--- src/rtl/core/ibad_queue.sv ---
// ----------------------------------------------------------------------------
// ibad_queue
// Short FIFO of tick jobs between the capture front end and the solver.
// ----------------------------------------------------------------------------
module ibad_queue #(
    parameter int W     = 53,
    parameter int DEPTH = 2
) (
    input  logic         i_clk,
    input  logic         i_rst_n,
    input  logic         i_push,
    input  logic [W-1:0] i_data,
    output logic         o_full,
    input  logic         i_pop,
    output logic         o_valid,
    output logic [W-1:0] o_data
);
    localparam int AW = (DEPTH > 1) ? $clog2(DEPTH) : 1;
    localparam int CW = $clog2(DEPTH + 1);

    logic [W-1:0]  r_mem [DEPTH];
    logic [AW-1:0] r_wp;
    logic [AW-1:0] r_rp;
    logic [CW-1:0] r_cnt;

    function automatic logic [AW-1:0] f_inc(input logic [AW-1:0] p);
        f_inc = (p == AW'(DEPTH - 1)) ? '0 : p + 1'b1;
    endfunction

    always_ff @(posedge i_clk) begin
        if (!i_rst_n) begin
            r_wp  <= '0;
            r_rp  <= '0;
            r_cnt <= '0;
        end else begin
            if (i_push) begin
                r_mem[r_wp] <= i_data;
                r_wp        <= f_inc(r_wp);
            end
            if (i_pop) begin
                r_rp <= f_inc(r_rp);
            end
            if (i_push && !i_pop) begin
                r_cnt <= r_cnt + 1'b1;
            end else if (i_pop && !i_push) begin
                r_cnt <= r_cnt - 1'b1;
            end
        end
    end

    assign o_full  = (r_cnt == CW'(DEPTH));
    assign o_valid = (r_cnt != '0);
    assign o_data  = r_mem[r_rp];

    a_no_overrun: assert property (@(posedge i_clk) disable iff (!i_rst_n)
        o_full |-> !i_push)
        else $error("job pushed into full queue");
    a_no_underrun: assert property (@(posedge i_clk) disable iff (!i_rst_n)
        i_pop |-> o_valid)
        else $error("job popped from empty queue");
    a_count_step: assert property (@(posedge i_clk) disable iff (!i_rst_n)
        (i_push && !i_pop) |=> (r_cnt == $past(r_cnt) + 1'b1))
        else $error("queue count lost a job");

endmodule

--- config.mk ---
export PLATFORM = sky130hd
export DESIGN_NAME = ibad_queue
export DESIGN_NICKNAME = d
export VERILOG_FILES = /design/src/rtl/core/ibad_queue.sv
export SDC_FILE = /design/constraint.sdc
export NUM_CORES = 1
export LEC_CHECK = 0
export BUFFER_PORTS_ARGS = -buffer_cell sky130_fd_sc_hd__buf_2
export CORE_ASPECT_RATIO = 1.5
export CORE_MARGIN = 3
export CORE_UTILIZATION = 55
export DETAILED_ROUTE_END_ITERATION = 10
export PLACE_DENSITY = 0.9
export SETUP_SLACK_MARGIN = 0.1
export SLEW_MARGIN = 20
export SYNTH_ARGS = -nofsm -noshare
export SYNTH_HDL_FRONTEND = slang
export SYNTH_SLANG_ARGS = --single-unit
--- constraint.sdc ---
create_clock -name i_clk -period 6.6 [get_ports i_clk]
set_input_delay 0 -clock i_clk [delete_from_list [all_inputs] [get_ports i_clk]]
set_output_delay 0 -clock i_clk [all_outputs]
set_load 0.02 [all_outputs]
After elaboration in Yosys (flattened, before gate mapping)
Memory sizes are Yosys's and may differ from the RTL's. A register that Yosys moved wholly into a read port is not among the register bits.
Cells that the tools add are included.
{ "word_totals": {"inputBits": 57, "word_cells": 24, "mem_bits_rw": 106, "mem_count": 1, "regBits": 4, "output_inout_bits": 55} }
{ "mem_list": {"columns": ["memory", "words", "word_bits", "read_ports", "rd_ports_with_merged_regs", "write_ports", "line_no", "source"], "rows": [
  ["r_mem", 2, 53, 1, 1, 1, "21", "logic [W-1:0] r_mem [DEPTH];"]
]} }
{ "op_classes": {"mux": 9, "n_addsub": 4, "n_reduce_logical": 6, "eq_ne": 1} }
{ "ops": {"columns": ["operator", "n"], "rows": [
  ["1-bit 2-to-1 mux", 7],
  ["2-bit 2-to-1 mux", 2],
  ["2-bit nonzero test", 2],
  ["1-bit adder (second input constant)", 2],
  ["2-bit by 1-bit adder with 2-bit output (second input constant)", 1],
  ["2-bit == test (second input constant)", 1],
  ["1-bit logical AND", 2],
  ["1-bit zero test", 2],
  ["2-bit by 1-bit subtractor with 2-bit output (second input constant)", 1]
]} }

Logic depth before layout (Yosys ltp)
{ "depth": {"depth_word": 4, "ltp_mapped": 5, "mapped_depth_nobuf": 5} }

Worst setup path before layout
OpenSTA, ideal clock, no wires.
{ "synth_path": {"path_kind": "register -> register", "start": "register r_wp", "end": "memory r_mem[0][0], enable pin", "stages_incl_launch_ff": 2, "arrival_time_ns": 2.550, "slack_ns": 3.585, "t_required_ns": 6.135, "period_less_slack_ns": 3.015, "setup_ns": 0.465, "path_cell_list": "dfxtp_1 nor2_1"} }
{ "synth_lines": {"columns": ["element", "line_no", "source"], "rows": [
  ["start: declaration", "22", "logic [AW-1:0] r_wp;"],
  ["start signal: assignment", "38", "r_wp <= f_inc(r_wp);"],
  ["end: declaration", "21", null]
]} }
Straight into the memory's write port.

==> metrics.txt <==
# TYPE chip_impl_metric gauge
chip_impl_metric{name="cts_buffers",unit=""} 9
chip_impl_info{name="worstHoldPathType",value="input port to register"} 1
chip_impl_metric{name="slowest_delay",unit="ps"} 570
chip_impl_metric{name="pre_cts_slack",unit="ps"} 4760
chip_impl_metric{name="place_congestion",unit=""} 0.695
chip_impl_info{name="clk_root_buffer_cell",value="sky130_fd_sc_hd__clkbuf_8"} 1
chip_impl_metric{name="floorplan.initialDensity",unit="%"} 57.8
chip_impl_metric{name="clockPowerShare",unit="%"} 27.4
chip_impl_metric{name="ant_nets",unit=""} 0
chip_impl_metric{name="cts.sink_count",unit=""} 111
chip_impl_metric{name="netSwitchingPower",unit="uW"} 318
chip_impl_metric{name="place.detailed.hpwl",unit="microns"} 4900
chip_impl_metric{name="proportion_of_total_power_due_to_net_switching",unit="%"} 22.8
chip_impl_metric{name="drc",unit=""} 0
chip_impl_metric{name="post_cts_setup_inserts",unit=""} 0
chip_impl_metric{name="floorplan.io_pins",unit=""} 112
chip_impl_info{name="tritoncts",value="done"} 1
chip_impl_metric{name="placedInstanceArea",unit="sq um"} 4710
chip_impl_metric{name="clkTransAtPathRegs",unit="ps"} 90
chip_impl_metric{name="layout_setup_ws",unit="ps"} 4550
chip_impl_metric{name="drt_wl_total",unit="microns"} 8270
chip_impl_metric{name="timing.max_cap.violations",unit=""} 0
chip_impl_metric{name="cts.path.max_buffers",unit=""} 2
chip_impl_metric{name="finish.net_count",unit=""} 421
chip_impl_metric{name="tightestPinTransition",unit="ps"} 616
chip_impl_metric{name="synthesis.area",unit="sq um"} 4070
chip_impl_metric{name="post-route-util",unit="%"} 77.7
chip_impl_metric{name="drive_gt1_share",unit="%"} 50.8
chip_impl_metric{name="synth_top_cell_area_share",unit="%"} 78.3
chip_impl_metric{name="setup_tns",unit="ps"} 0
chip_impl_metric{name="clock_latency",unit="ps"} 360
chip_impl_metric{name="design_area",unit="sq um"} 5470
chip_impl_metric{name="netlist-cell-type-count",unit=""} 18
chip_impl_metric{name="viasPerCell",unit=""} 4.97
chip_impl_metric{name="use_met2",unit="%"} 37.3
chip_impl_info{name="start_kind",value="register"} 1
chip_impl_metric{name="synth_seq_area_share",unit="%"} 80.8
chip_impl_metric{name="yosys_register_bits",unit=""} 111
chip_impl_metric{name="first_pass_grt_wire_length",unit="microns"} 13100
chip_impl_metric{name="io_buffers",unit=""} 111
chip_impl_info{name="outcome",value="finished clean"} 1
chip_impl_metric{name="total_inserted_antenna_cells",unit=""} 0
chip_impl_metric{name="syn-mean-instance-area",unit="sq um"} 21.6
chip_impl_metric{name="pwr-share-seq",unit="%"} 58.6
chip_impl_metric{name="grt_use_total",unit="%"} 20.8
chip_impl_metric{name="groute.layer.met1.usage",unit="%"} 22.6
chip_impl_metric{name="groute.layer.met3.usage",unit="%"} 4.72
chip_impl_info{name="path_cells",value="buf_4 > mux2_2 > buf_2"} 1
chip_impl_metric{name="htree_levels",unit=""} 3
chip_impl_metric{name="gr-total-overflow",unit=""} 0
chip_impl_info{name="grt_setup_unrepaired",value="no"} 1
chip_impl_metric{name="finalSetupViolations",unit=""} 0
chip_impl_info{name="gr-max-usage-layer",value="met2"} 1
chip_impl_info{name="slowest_stage",value="sky130_fd_sc_hd__dfxtp_2"} 1
chip_impl_metric{name="synthesis.instances",unit=""} 188
chip_impl_metric{name="first_global_vias",unit=""} 2536
chip_impl_info{name="critical_path_endpoint_category",value="output port"} 1
chip_impl_metric{name="die_x",unit="microns"} 76.2
chip_impl_metric{name="detailroute.via_count",unit=""} 2310
chip_impl_metric{name="power_frac_comb",unit="%"} 14.0
chip_impl_metric{name="grt_max_degree",unit=""} 39
chip_impl_metric{name="die_height",unit="microns"} 111
chip_impl_metric{name="worst_ep_arrival_time",unit="ps"} 2050
chip_impl_metric{name="power.density",unit="nW/um^2"} 255
chip_impl_metric{name="final_period_util",unit="%"} 31.1
chip_impl_info{name="synth.largest_area_cell",value="sky130_fd_sc_hd__edfxtp_1"} 1
chip_impl_metric{name="worst_clock_skew",unit="ps"} 9.44
chip_impl_metric{name="max_vdd_drop",unit="V"} 0.000191
chip_impl_metric{name="routedWlPerCell",unit="microns"} 17.8
chip_impl_metric{name="fp-row-count",unit=""} 37
chip_impl_metric{name="ys.warnings.count",unit=""} 0
chip_impl_metric{name="antenna_found_initial",unit=""} 0
chip_impl_metric{name="crit_path_max_fanout",unit=""} 38
chip_impl_info{name="synth_top_cells_by_area",value="sky130_fd_sc_hd__edfxtp_1, sky130_fd_sc_hd__mux2_2, sky130_fd_sc_hd__dfxtp_1"} 1
chip_impl_metric{name="highest_clock_frequency_the_design_can_meet",unit="MHz"} 487
chip_impl_metric{name="number_of_hold_violations_in_the_final_report",unit=""} 0
chip_impl_metric{name="synthToLayoutAreaGrowth",unit="%"} 34.5
chip_impl_metric{name="design.die.area",unit="sq um"} 8480
chip_impl_metric{name="core",unit="sq um"} 7040
chip_impl_metric{name="synth_fp_nets",unit=""} 246
chip_impl_metric{name="iteration_count_of_the_initial_detailed_routing_pass",unit=""} 4
chip_impl_metric{name="nFillCells",unit=""} 417
chip_impl_metric{name="finalCriticalPeriod",unit="ps"} 2050
chip_impl_metric{name="p_int",unit="uW"} 1070
chip_impl_metric{name="max-slew-margin-rel",unit="%"} 58.8
chip_impl_metric{name="drt-initial-drc-count",unit=""} 149
chip_impl_metric{name="timing.critical_path.required",unit="ps"} 6600
chip_impl_metric{name="final-max-slew-violation-count",unit=""} 0
chip_impl_metric{name="static-leakage-power",unit="uW"} 0.00207
chip_impl_info{name="critPathKind",value="register to output port"} 1
## per-stage QoR
step | instances | power (uW) | hold WS (ps)
6_report | 465 | 1390 | 33.9
3_5_place_dp | 393 | 999 | 191
4_1_cts | 465 | 1400 | 28.5
5_1_grt | 465 | 1450 | 30.8
3_3_place_gp | 393 | 992 | 188
2_1_floorplan | 188 | 939 | 98.9
## final timing paths
check                   startpoint                endpoint  slack (ps)  depth (start not counted)
max reg2reg      r_wp$_SDFFE_PN0P_  r_mem[1][52]$_DFFE_PP_        4760                          2
min reg2reg  r_cnt[1]$_SDFFE_PN0P_   r_cnt[1]$_SDFFE_PN0P_         520                          2
max                       register              o_data[28]        4550                          3
min                         i_push       r_wp$_SDFFE_PN0P_          30                          3
## layer usage
metal  vias up  wire (microns)
met4         0             262
met1      1139            3030
li1       1078               -
met2        72            4650
met5         -               0
met3        21             333
## synth_stat cells
library cell                 n
sky130_fd_sc_hd__nand2_1     1
sky130_fd_sc_hd__and2_1      4
sky130_fd_sc_hd__ha_1        1
sky130_fd_sc_hd__or2_2       1
sky130_fd_sc_hd__a21boi_1    1
sky130_fd_sc_hd__or3_1       1
sky130_fd_sc_hd__inv_1       1
sky130_fd_sc_hd__buf_6       5
sky130_fd_sc_hd__dfxtp_1     5
sky130_fd_sc_hd__o21ai_0     1
sky130_fd_sc_hd__buf_2       1
sky130_fd_sc_hd__edfxtp_1  106
sky130_fd_sc_hd__and3_1      1
sky130_fd_sc_hd__and2b_2     1
sky130_fd_sc_hd__xnor2_1     1
sky130_fd_sc_hd__nor2_1      1
sky130_fd_sc_hd__mux2_2     53
sky130_fd_sc_hd__xor2_1      3
## flip-flops by register name, summed over array words and instances, names as in the netlist, named ones only
name   cells
r_wp       1
r_mem    106
r_cnt      2
r_rp       1
## layout make-up
| cell class | instances | area, sq um | area share [%] |
|---|---|---|---|
| timing repair buffer | 170 | 1140 | 20.8 |
| inverter | 1 | 3.75 | 0.0686 |
| clock buffer | 14 | 183 | 3.34 |
| multi-input combinational | 70 | 726 | 13.3 |
| tap | 97 | 121 | 2.22 |
| clock inverter | 2 | 12.5 | 0.229 |
| sequential | 111 | 3280 | 60.1 |
## timing repair
action                                 4_1_cts  5_1_grt
endpoints found under the hold margin      111        0
resized for setup                            0        0
setup endpoints to repair                    0        0
hold buffers                                56        0
## worst max-delay path, delay by kind of cell, from the launching register on
kind / cells / cell delay [ps]
flops: 1 / 570
mux: 1 / 410
buf+inv: 2 / 690
## logic make-up after synthesis
logic type	synth area share, %
xor+xnor	0.862
buf+inv	1.60
mux	14.7
simple gates	1.48
compound gates	0.308
flops	80.8
fa+ha+maj	0.308
## layout by cell type (no fill, tap or decap), drive strengths merged
cell         synthesis  final
a21boi               1      1
and2                 4      4
and2b                1      1
and3                 1      1
buf                  6    114
clkbuf               0     14
clkinv               0      1
clkinvlp             0      1
dfxtp                5      5
dlygate4sd3          0     56
edfxtp             106    106
ha                   1      1
inv                  1      1
mux2                53     53
nand2                1      1
nor2                 1      1
o21ai                1      1
or2                  1      1
or3                  1      1
xnor2                1      1
xor2                 3      3
## power by group through the flow
| stage | combinational, uW | sequential, uW | clock [uW] |
|---|---|---|---|
| CTS | 194 | 816 | 389 |
| global route | 208 | 819 | 425 |
| finish | 195 | 816 | 382 |
| floorplan | 113 | 826 | 0 |
| detailed placement | 168 | 832 | 0 |
| global placement | 163 | 829 | 0 |
Note: power is estimated with default switching activity, not from simulation.
