--- src/rtl/core/ibad_pkg.sv ---
// ----------------------------------------------------------------------------
// ibad_pkg
// Shared types and constants of the IR beacon angle/distance block.
// ----------------------------------------------------------------------------
package ibad_pkg;

    localparam int TIMER_BITS_DEF  = 16;
    localparam int QUEUE_DEPTH_DEF = 2;

    localparam int STAMP_W  = 16;
    localparam int ANGLE_W  = 19;
    localparam int DIST_W   = 19;
    localparam int CIDX_W   = 2;
    localparam int CDATA_W  = 9;

    localparam int ANGLE_FULL   = 360000;
    localparam int MDEG_PER_DEG = 1000;
    localparam int QBITS        = 24;
    localparam int DIST_MAX     = 1000;
    localparam int DIST_MIN     = -140000;
    localparam int DIST_BIAS    = 16;

    // cubic coefficients scaled by 1e5
    localparam logic signed [31:0] COEF3 = -32'sd240250;
    localparam logic signed [31:0] COEF2 = 32'sd118320;
    localparam logic signed [31:0] COEF1 = -32'sd15460;
    localparam logic signed [31:0] COEF0 = 32'sd620;

    typedef enum logic [1:0] {
        KIND_MARK = 2'd0,
        KIND_RISE = 2'd1,
        KIND_FALL = 2'd2,
        KIND_TICK = 2'd3
    } t_kind;

    typedef enum logic [1:0] {
        ST_NEW  = 2'd0,
        ST_HOLD = 2'd1,
        ST_LOST = 2'd2
    } t_status;

    typedef enum logic [CIDX_W-1:0] {
        CFG_OFFSET = 2'd0,
        CFG_REJ_LO = 2'd1,
        CFG_REJ_HI = 2'd2,
        CFG_LOST   = 2'd3
    } t_cfg_idx;

    typedef struct packed {
        logic [8:0] mounting_offset_deg;
        logic [8:0] reject_low_deg;
        logic [8:0] reject_high_deg;
        logic [7:0] lost_after;
    } t_cfg;

endpackage

--- src/rtl/core/ibad_if.sv ---
// ----------------------------------------------------------------------------
// ibad_if
// Valid/ready channels: capture/tick requests, results, register writes.
// ----------------------------------------------------------------------------
interface ibad_in_if;
    logic        valid;
    logic        ready;
    logic [1:0]  kind;
    logic [15:0] stamp;
    logic        overflow;

    modport source (output valid, kind, stamp, overflow, input ready);
    modport sink   (input valid, kind, stamp, overflow, output ready);
endinterface


--- src/rtl/core/ibad_front.sv ---
// ----------------------------------------------------------------------------
// ibad_front
// Takes capture requests, keeps the latest stamps, snapshots them per tick.
// ----------------------------------------------------------------------------
module ibad_front #(
    parameter int TIMER_BITS = ibad_pkg::TIMER_BITS_DEF
) (
    input  logic                    i_clk,
    input  logic                    i_rst_n,
    ibad_in_if.sink                 i_in,
    input  logic                    i_full,
    output logic                    o_push,
    output logic [3*TIMER_BITS+4:0] o_job
);
    import ibad_pkg::*;

    localparam int TW = TIMER_BITS + 1;

    logic [TW-1:0] r_raw;
    logic [TW-1:0] r_rise;
    logic [TW-1:0] r_fall;
    logic          r_pend;
    logic          r_prdy;

    logic [TW-1:0] n_t;
    logic          n_acc;

    assign n_t   = {i_in.overflow, TIMER_BITS'(i_in.stamp)};
    assign n_acc = i_in.valid && i_in.ready;

    assign i_in.ready = !i_full;
    assign o_push     = n_acc && (t_kind'(i_in.kind) == KIND_TICK);
    assign o_job      = {r_pend, r_raw, r_rise, r_fall, r_prdy};

    always_ff @(posedge i_clk) begin
        if (!i_rst_n) begin
            r_raw  <= '0;
            r_rise <= '0;
            r_fall <= '0;
            r_pend <= 1'b0;
            r_prdy <= 1'b0;
        end else if (n_acc) begin
            case (t_kind'(i_in.kind))
                KIND_MARK: begin
                    r_raw  <= n_t;
                    r_pend <= 1'b1;
                end
                KIND_RISE: begin
                    r_rise <= n_t;
                    r_prdy <= 1'b0;
                end
                KIND_FALL: begin
                    r_fall <= n_t;
                    r_prdy <= 1'b1;
                end
                default: begin
                    // tick: snapshot taken by the queue, consume flags
                    r_pend <= 1'b0;
                    r_prdy <= 1'b0;
                end
            endcase
        end
    end

endmodule

--- src/flat_wrapper.sv ---
// flat-port wrapper written by rule: the top's interface ports become plain ports
module ibad_front_flat import ibad_pkg::*;
#(
    parameter int TIMER_BITS = ibad_pkg::TIMER_BITS_DEF
)
  (i_clk, i_rst_n, i_full, o_push, o_job, i_in_valid, i_in_kind, i_in_stamp, i_in_overflow, i_in_ready);
  ibad_in_if i_in_i ();
  input  logic i_clk;
  input  logic i_rst_n;
  input  logic i_full;
  output logic o_push;
  output logic [3*TIMER_BITS+4:0] o_job;
  input wire logic [$bits(i_in_i.valid)-1:0] i_in_valid;
  input wire logic [$bits(i_in_i.kind)-1:0] i_in_kind;
  input wire logic [$bits(i_in_i.stamp)-1:0] i_in_stamp;
  input wire logic [$bits(i_in_i.overflow)-1:0] i_in_overflow;
  output wire logic [$bits(i_in_i.ready)-1:0] i_in_ready;
  assign i_in_i.valid = i_in_valid;
  assign i_in_i.kind = i_in_kind;
  assign i_in_i.stamp = i_in_stamp;
  assign i_in_i.overflow = i_in_overflow;
  assign i_in_ready = i_in_i.ready;
  ibad_front #(.TIMER_BITS(TIMER_BITS)) u_core (.i_clk(i_clk), .i_rst_n(i_rst_n), .i_in(i_in_i), .i_full(i_full), .o_push(o_push), .o_job(o_job));
endmodule
--- config.mk ---
export PLATFORM = sky130hd
export DESIGN_NAME = ibad_front_flat
export DESIGN_NICKNAME = d
export VERILOG_FILES = /design/src/rtl/core/ibad_pkg.sv /design/src/rtl/core/ibad_if.sv /design/src/rtl/core/ibad_front.sv /design/src/flat_wrapper.sv
export SDC_FILE = /design/constraint.sdc
export NUM_CORES = 1
export LEC_CHECK = 0
export ABC_AREA = 1
export BUFFER_PORTS_ARGS = -buffer_cell sky130_fd_sc_hd__clkbuf_2
export CORE_ASPECT_RATIO = 1.4
export CORE_MARGIN = 5
export CORE_UTILIZATION = 36
export CTS_CLUSTER_DIAMETER = 100
export CTS_CLUSTER_SIZE = 12
export DETAILED_ROUTE_END_ITERATION = 8
export SYNTH_ARGS = -nofsm -noshare
export SYNTH_HDL_FRONTEND = slang
export SYNTH_SLANG_ARGS = --single-unit
--- constraint.sdc ---
create_clock -name i_clk -period 1.04 [get_ports i_clk]
set_clock_uncertainty 0.05 [all_clocks]
set_input_delay 0.104 -clock i_clk [delete_from_list [all_inputs] [get_ports i_clk]]
set_output_delay 0.104 -clock i_clk [all_outputs]
set_load 0.01 [all_outputs]
# After elaboration in Yosys (flattened, before gate mapping)

Index checks and enable logic that the tools add are counted.

Memory bits (read-only): 0
Memories kept: 0
Flip-flop bits (word level): 53
Word-level logic and storage cells: 22
Bits in latches: 0
Memory bits (writable): 0
Input port bits: 23

$lt $le $gt $ge: 0
Multiply operators: 0
Mux-type cells: 2
Eq/ne operators: 3
Reduce and logical (&&, ||, !) cells: 10
Bitwise gates (word level): 2
Div/mod/pow operators: 0
Add/subtract/negate cells: 0
Shift operators: 0

Operators with widths:

| cell                 | number |
|---|---|
| $reduce_and A2 Y1    | 5 |
| $eq A2 B2 Y1 const B | 2 |
| $pmux W1 S2          | 2 |
| $eq A2 B1 Y1 const B | 1 |
| $logic_and A1 B1 Y1  | 2 |
| $logic_not A2 Y1     | 1 |
| $not A1 Y1           | 2 |
| $reduce_or A2 Y1     | 1 |
| $logic_not A1 Y1     | 1 |

# Longest topological paths before layout

Word-level depth: 4
Mapped depth: 7
Gate-level depth less buffers: 7

# Worst setup path after synthesis

No wires, ideal clock.

Path type: input -> register
Start point: in i_in_kind[0]
End point: reg u_core.r_fall[0]
Setup time: 113 ps
Stages on the path: 6
Path slack: 104 ps
Arrival time: 774 ps
Cell sequence: inv_1 > ha_1 > nand3_4 > buf_2 > nor2_1 > nor2_1

Word-level cells in the longest chain between the ends: 2

Ends and longest elaborated chain:

| what                               | RTL line           | RTL |
|---|---|---|
| start: declaration                 | flat_wrapper.sv:14 | `input wire logic [$bits(i_in_i.kind)-1:0] i_in_kind;` |
| $eq A2 B2 Y1                       | ibad_front.sv:43   | `case (t_kind'(i_in.kind))` |
| $reduce_and A2 Y1 (no source line) | --                 |  |
| end signal: assignment             | ibad_front.sv:53   | `r_fall <= n_t;` |
| end: declaration                   | ibad_front.sv:21   | `logic [TW-1:0] r_fall;` |

Every way passes these cells.
A chain may end at the register's enable or synchronous reset.

# Worst setup path after layout

Start point: reg u_core.r_rise[6]
End point: out o_job[24]

RTL lines:

| what                     | RTL line           | RTL |
|---|---|---|
| start: declaration       | ibad_front.sv:20   | `logic [TW-1:0] r_rise;` |
| start signal: assignment | ibad_front.sv:49   | `r_rise <= n_t;` |
| end: declaration         | flat_wrapper.sv:12 | `output logic [3*TIMER_BITS+4:0] o_job;` |

No word-level cell between the ends.

==> results.txt <==
The area growth from synthesis to final layout was 24.9%. The net count of the mapped netlist came out at 382. The clock tree synthesis step divided the H-tree into 2 levels.

The netlist area before placement came out at 2430 um^2. Kind of critical path: reg -> out. The worst setup path is launched from a flip-flop. The cell type contributing the most total cell area after synthesis is sky130_fd_sc_hd__dfxtp_1.

After Yosys synthesis, XOR and XNOR cells account for 0% of the synthesized area. Main combinational cell family by area after synthesis: simple AND/OR/NAND/NOR gates. After Yosys synthesis, full adders, half adders and majority gates account for 2.06% of the synthesized area. The routability congestion estimate from global placement was 0.741; the ratio of cells with drive above 1 in the final layout was 30.0%.

The post-route total power came out at 0.00383 W. The die covers 8500 um^2. The floorplan step set the die height to 107 um. The tools report the arrival time of data at the critical path endpoint as 0.82 ns. The fraction of the yosys area taken by sequential cells was 43.7%. The largest driver fanout on the critical path was 2. The run gives 5740 um as the total detailed-routing wirelength. The most used standard cell by instance count after synthesis is sky130_fd_sc_hd__nor2_1. For this configuration, the core starts out at a cell density of 36.9%. The clock tree root buffer cell is sky130_fd_sc_hd__clkbuf_8. The worst path in the final design needs a cycle of 0.973 ns, including I/O delays and setup.

Entering global routing, the biggest net connects 53 pins. Synthesis instantiated 14 different standard cells from the library. The run gives 0 as the number of maximum-capacitance violations. In the synthesized netlist the async set-or-reset flop fraction comes to 0%. The tools report the initial antenna violation count as 0. The worst register-to-register path has a setup slack of 0.33 ns. During I/O placement, the number of pins put on the boundary was 78. The clock tree buffer depth is 2. Summing the areas of all and, or, nand and nor instances in the mapped netlist gives 39.0% of the synthesized area. Detailed placement finished with a half-perimeter wire length of 4320 um. Of the available clock period, the critical path in the final layout requires 93.6%. The first-pass iteration count of the detailed router came out at 4. 0 antenna diodes ended up in the layout.

Number of storage elements in the synthesis netlist: 53. The tools report the number of hold-slack violations in the final timing report as 0. The number of logic stages on the critical path including buffering is 1, and the via count is 2166. Setup total negative slack on the finished layout was measured at 0 ns. The first global-routing pass estimated 9720 um of wire. The count of cells resized by post-cts repair was 0.

The uppermost signal routing layer after detailed routing is met4. The worst hold path depth is 3, and the number of nets in the finished design is 462. Data on the critical path is required at its endpoint by 0.89 ns. The overall global routing resource usage was 14.4%.

The clock reaches the later pin of the worst-skew pair after 0.30 ns. Yosys printed 0 warnings. The total overflow left after global routing is 0. The signal on the critical path passes through clkbuf_2.

From left edge to right edge, the die measures 79.4 um. Counting flops with a built-in enable in the synthesized netlist gives 0. The fraction of the mapped netlist area in compound gates is 0%. The tools report the nature of the critical path endpoint as an output port.

In the synthesized netlist, the number of instances is 355. The total met3 wirelength after detailed routing was 262 um. The count of standard-cell rows came out at 35. Setup repair after global routing left no endpoint under its margin. Of the post-synthesis cell area, the part taken by muxes is 0%. A synthesized cell averages 6.83 um^2. The worst pin sits at a relative slew slack of 83.7%. At the pin with the least slew margin, the transition time is 0.244 ns. The combined buffer and inverter count along the critical path is 1, and the number of port buffers is 77.

Power spread over the standard cell area amounts to 1270 nW/um^2. The run gives 6570 um^2 as the core region area. The kind of cell with the highest combined delay along the critical path is flip-flops. The worst register-to-register path begins at u_core.r_fall[13]. The via count of the first global-routing pass is 2075.

For the count of final max-slew check failures, the log shows 0. Among all stages on the critical path, the largest delay is contributed by sky130_fd_sc_hd__dfxtp_1. The run finished with clean final reports. Using the TritonRoute via totals, the vias-per-cell ratio works out to 4.25. In the post-synthesis netlist, the biggest area contributors are sky130_fd_sc_hd__dfxtp_1 44%, sky130_fd_sc_hd__nor2_1 16%, sky130_fd_sc_hd__nand2_1 12%.

Sorting the synthesized cells by how often they occur yields 105 x sky130_fd_sc_hd__nor2_1, 76 x sky130_fd_sc_hd__nand2_1, 60 x sky130_fd_sc_hd__inv_1. Setup violations remaining at the end of the flow were counted as 0. The CTS buffer count is 5. Met2 wire length: 2940 um. In this run the biggest area consumer among cell types represents 43.7% of the synthesized area.

The path class of the tightest hold or removal check is in -> reg. The depth of the worst register-to-register path works out to 4. The highest cell delay on the worst timing path is 0.37 ns. Once detail routing completed, the nets flagged for antenna violations numbered 0. Summed over all cells, the static leakage comes to 1.75 nW. The worst register-to-register path ends at u_core.r_fall[13].

In the routed design, unresolved DRC markers number 0. The origin of the worst min-delay path is i_in_stamp[1]. The most used flip-flop cell after synthesis is sky130_fd_sc_hd__dfxtp_1.

The length of routed wiring on met1 came out at 2400 um. For hold timing, the worst endpoint is u_core.r_raw[1]. Clock tree synthesis found a total of 53 sinks. The maximum VDD drop is 648 uV.

The routed length per instance came out at 11.2 um. TritonCTS built the clock tree. For this run, the top clock speed supported by timing is 1030 MHz. After the first detailed-routing iteration, the DRC count stood at 92. The clock slew at the register clock pins of the worst setup and hold paths was 0.10 ns.
==> repair_timing <==
action | CTS | global route
setup buffers | 0 | 0
hold buffers | 2 | 0
endpoints found under the hold margin | 3 | 0
==> worst max-delay path by stage <==
stage | slack, ns | from | to
detailed placement | -0.11 | i_in_kind[0] | u_core.r_fall[15]
global placement | -0.11 | i_in_kind[0] | u_core.r_fall[15]
finish | 0.07 | u_core.r_rise[6] | o_job[24]
CTS | 0.05 | u_core.r_raw[16] | o_job[51]
floorplan | 0.10 | i_in_kind[0] | u_core.r_fall[0]
global route | 0.007 | u_core.r_fall[13] | o_job[14]
==> layout make-up <==
type	instances	area [um^2]
Clock buffer	5	68.8
Clock inverter	3	21.3
Tap cell	74	92.6
Multi-Input combinational cell	223	996
Timing Repair Buffer	91	558
Inverter	61	231
Fill cell	715	3540
Sequential cell	53	1060
==> sequential cells by signal (all words and copies together) (netlist names) <==
| signal | flops |
|---|---|
| u_core.r_fall | 17 |
| u_core.r_pend | 1 |
| u_core.r_prdy | 1 |
| u_core.r_raw | 17 |
| u_core.r_rise | 17 |
==> layout by cell type, fill, tap and decap left out <==
cell type                       synthesis  final
sky130_fd_sc_hd__nor2_1               105    105
sky130_fd_sc_hd__nand2_1               76     76
sky130_fd_sc_hd__buf_4                  2      7
sky130_fd_sc_hd__nand2_2               30     30
sky130_fd_sc_hd__dlygate4sd3_1          0      2
sky130_fd_sc_hd__clkinv_2               0      1
sky130_fd_sc_hd__clkbuf_2               0     77
sky130_fd_sc_hd__clkinvlp_4             0      1
sky130_fd_sc_hd__nand3_1                4      4
sky130_fd_sc_hd__dfxtp_1               53     53
sky130_fd_sc_hd__and3_1                 1      1
sky130_fd_sc_hd__buf_12                 0      5
sky130_fd_sc_hd__inv_1                 60     60
sky130_fd_sc_hd__nand3_4                3      3
sky130_fd_sc_hd__inv_6                  0      1
sky130_fd_sc_hd__inv_4                  1      1
sky130_fd_sc_hd__ha_1                   4      4
sky130_fd_sc_hd__clkbuf_8               0      5
==> where the power goes <==
group          internal (W)  switching, W
Clock              0.000479      0.000699
Sequential          0.00210     0.0000384
Combinational      0.000209      0.000303
==> kinds of logic (layout without fill, tap and decap cells) <==
group	after synthesis	in the layout
AND/OR/NAND/NOR	219	219
flip-flops	53	53
buffers and inverters	79	160
adder cells (fa/ha/maj)	4	4
==> metal layers <==
metal	vias to the layer above	track usage (%)
met5	-	0
met4	0	5.16
met3	10	3.19
met2	58	26.1
met1	939	16.3
li1	1159	-
==> stage by stage <==
step           instance area, um^2  utilization, %  cells  hold slack, ns  setup slack [ns]
3_3_place_gp                  2920            44.4    500           0.321            -0.109
3_5_place_dp                  2920            44.4    500           0.325            -0.109
4_1_cts                       3030            46.1    510         0.00106            0.0472
5_1_grt                       3030            46.1    510         0.00699           0.00704
2_1_floorplan                 2430               -    355           0.189             0.104
6_report                      3030            46.1    510          0.0105            0.0667
No activity file was read; power rests on OpenSTA's default activity.
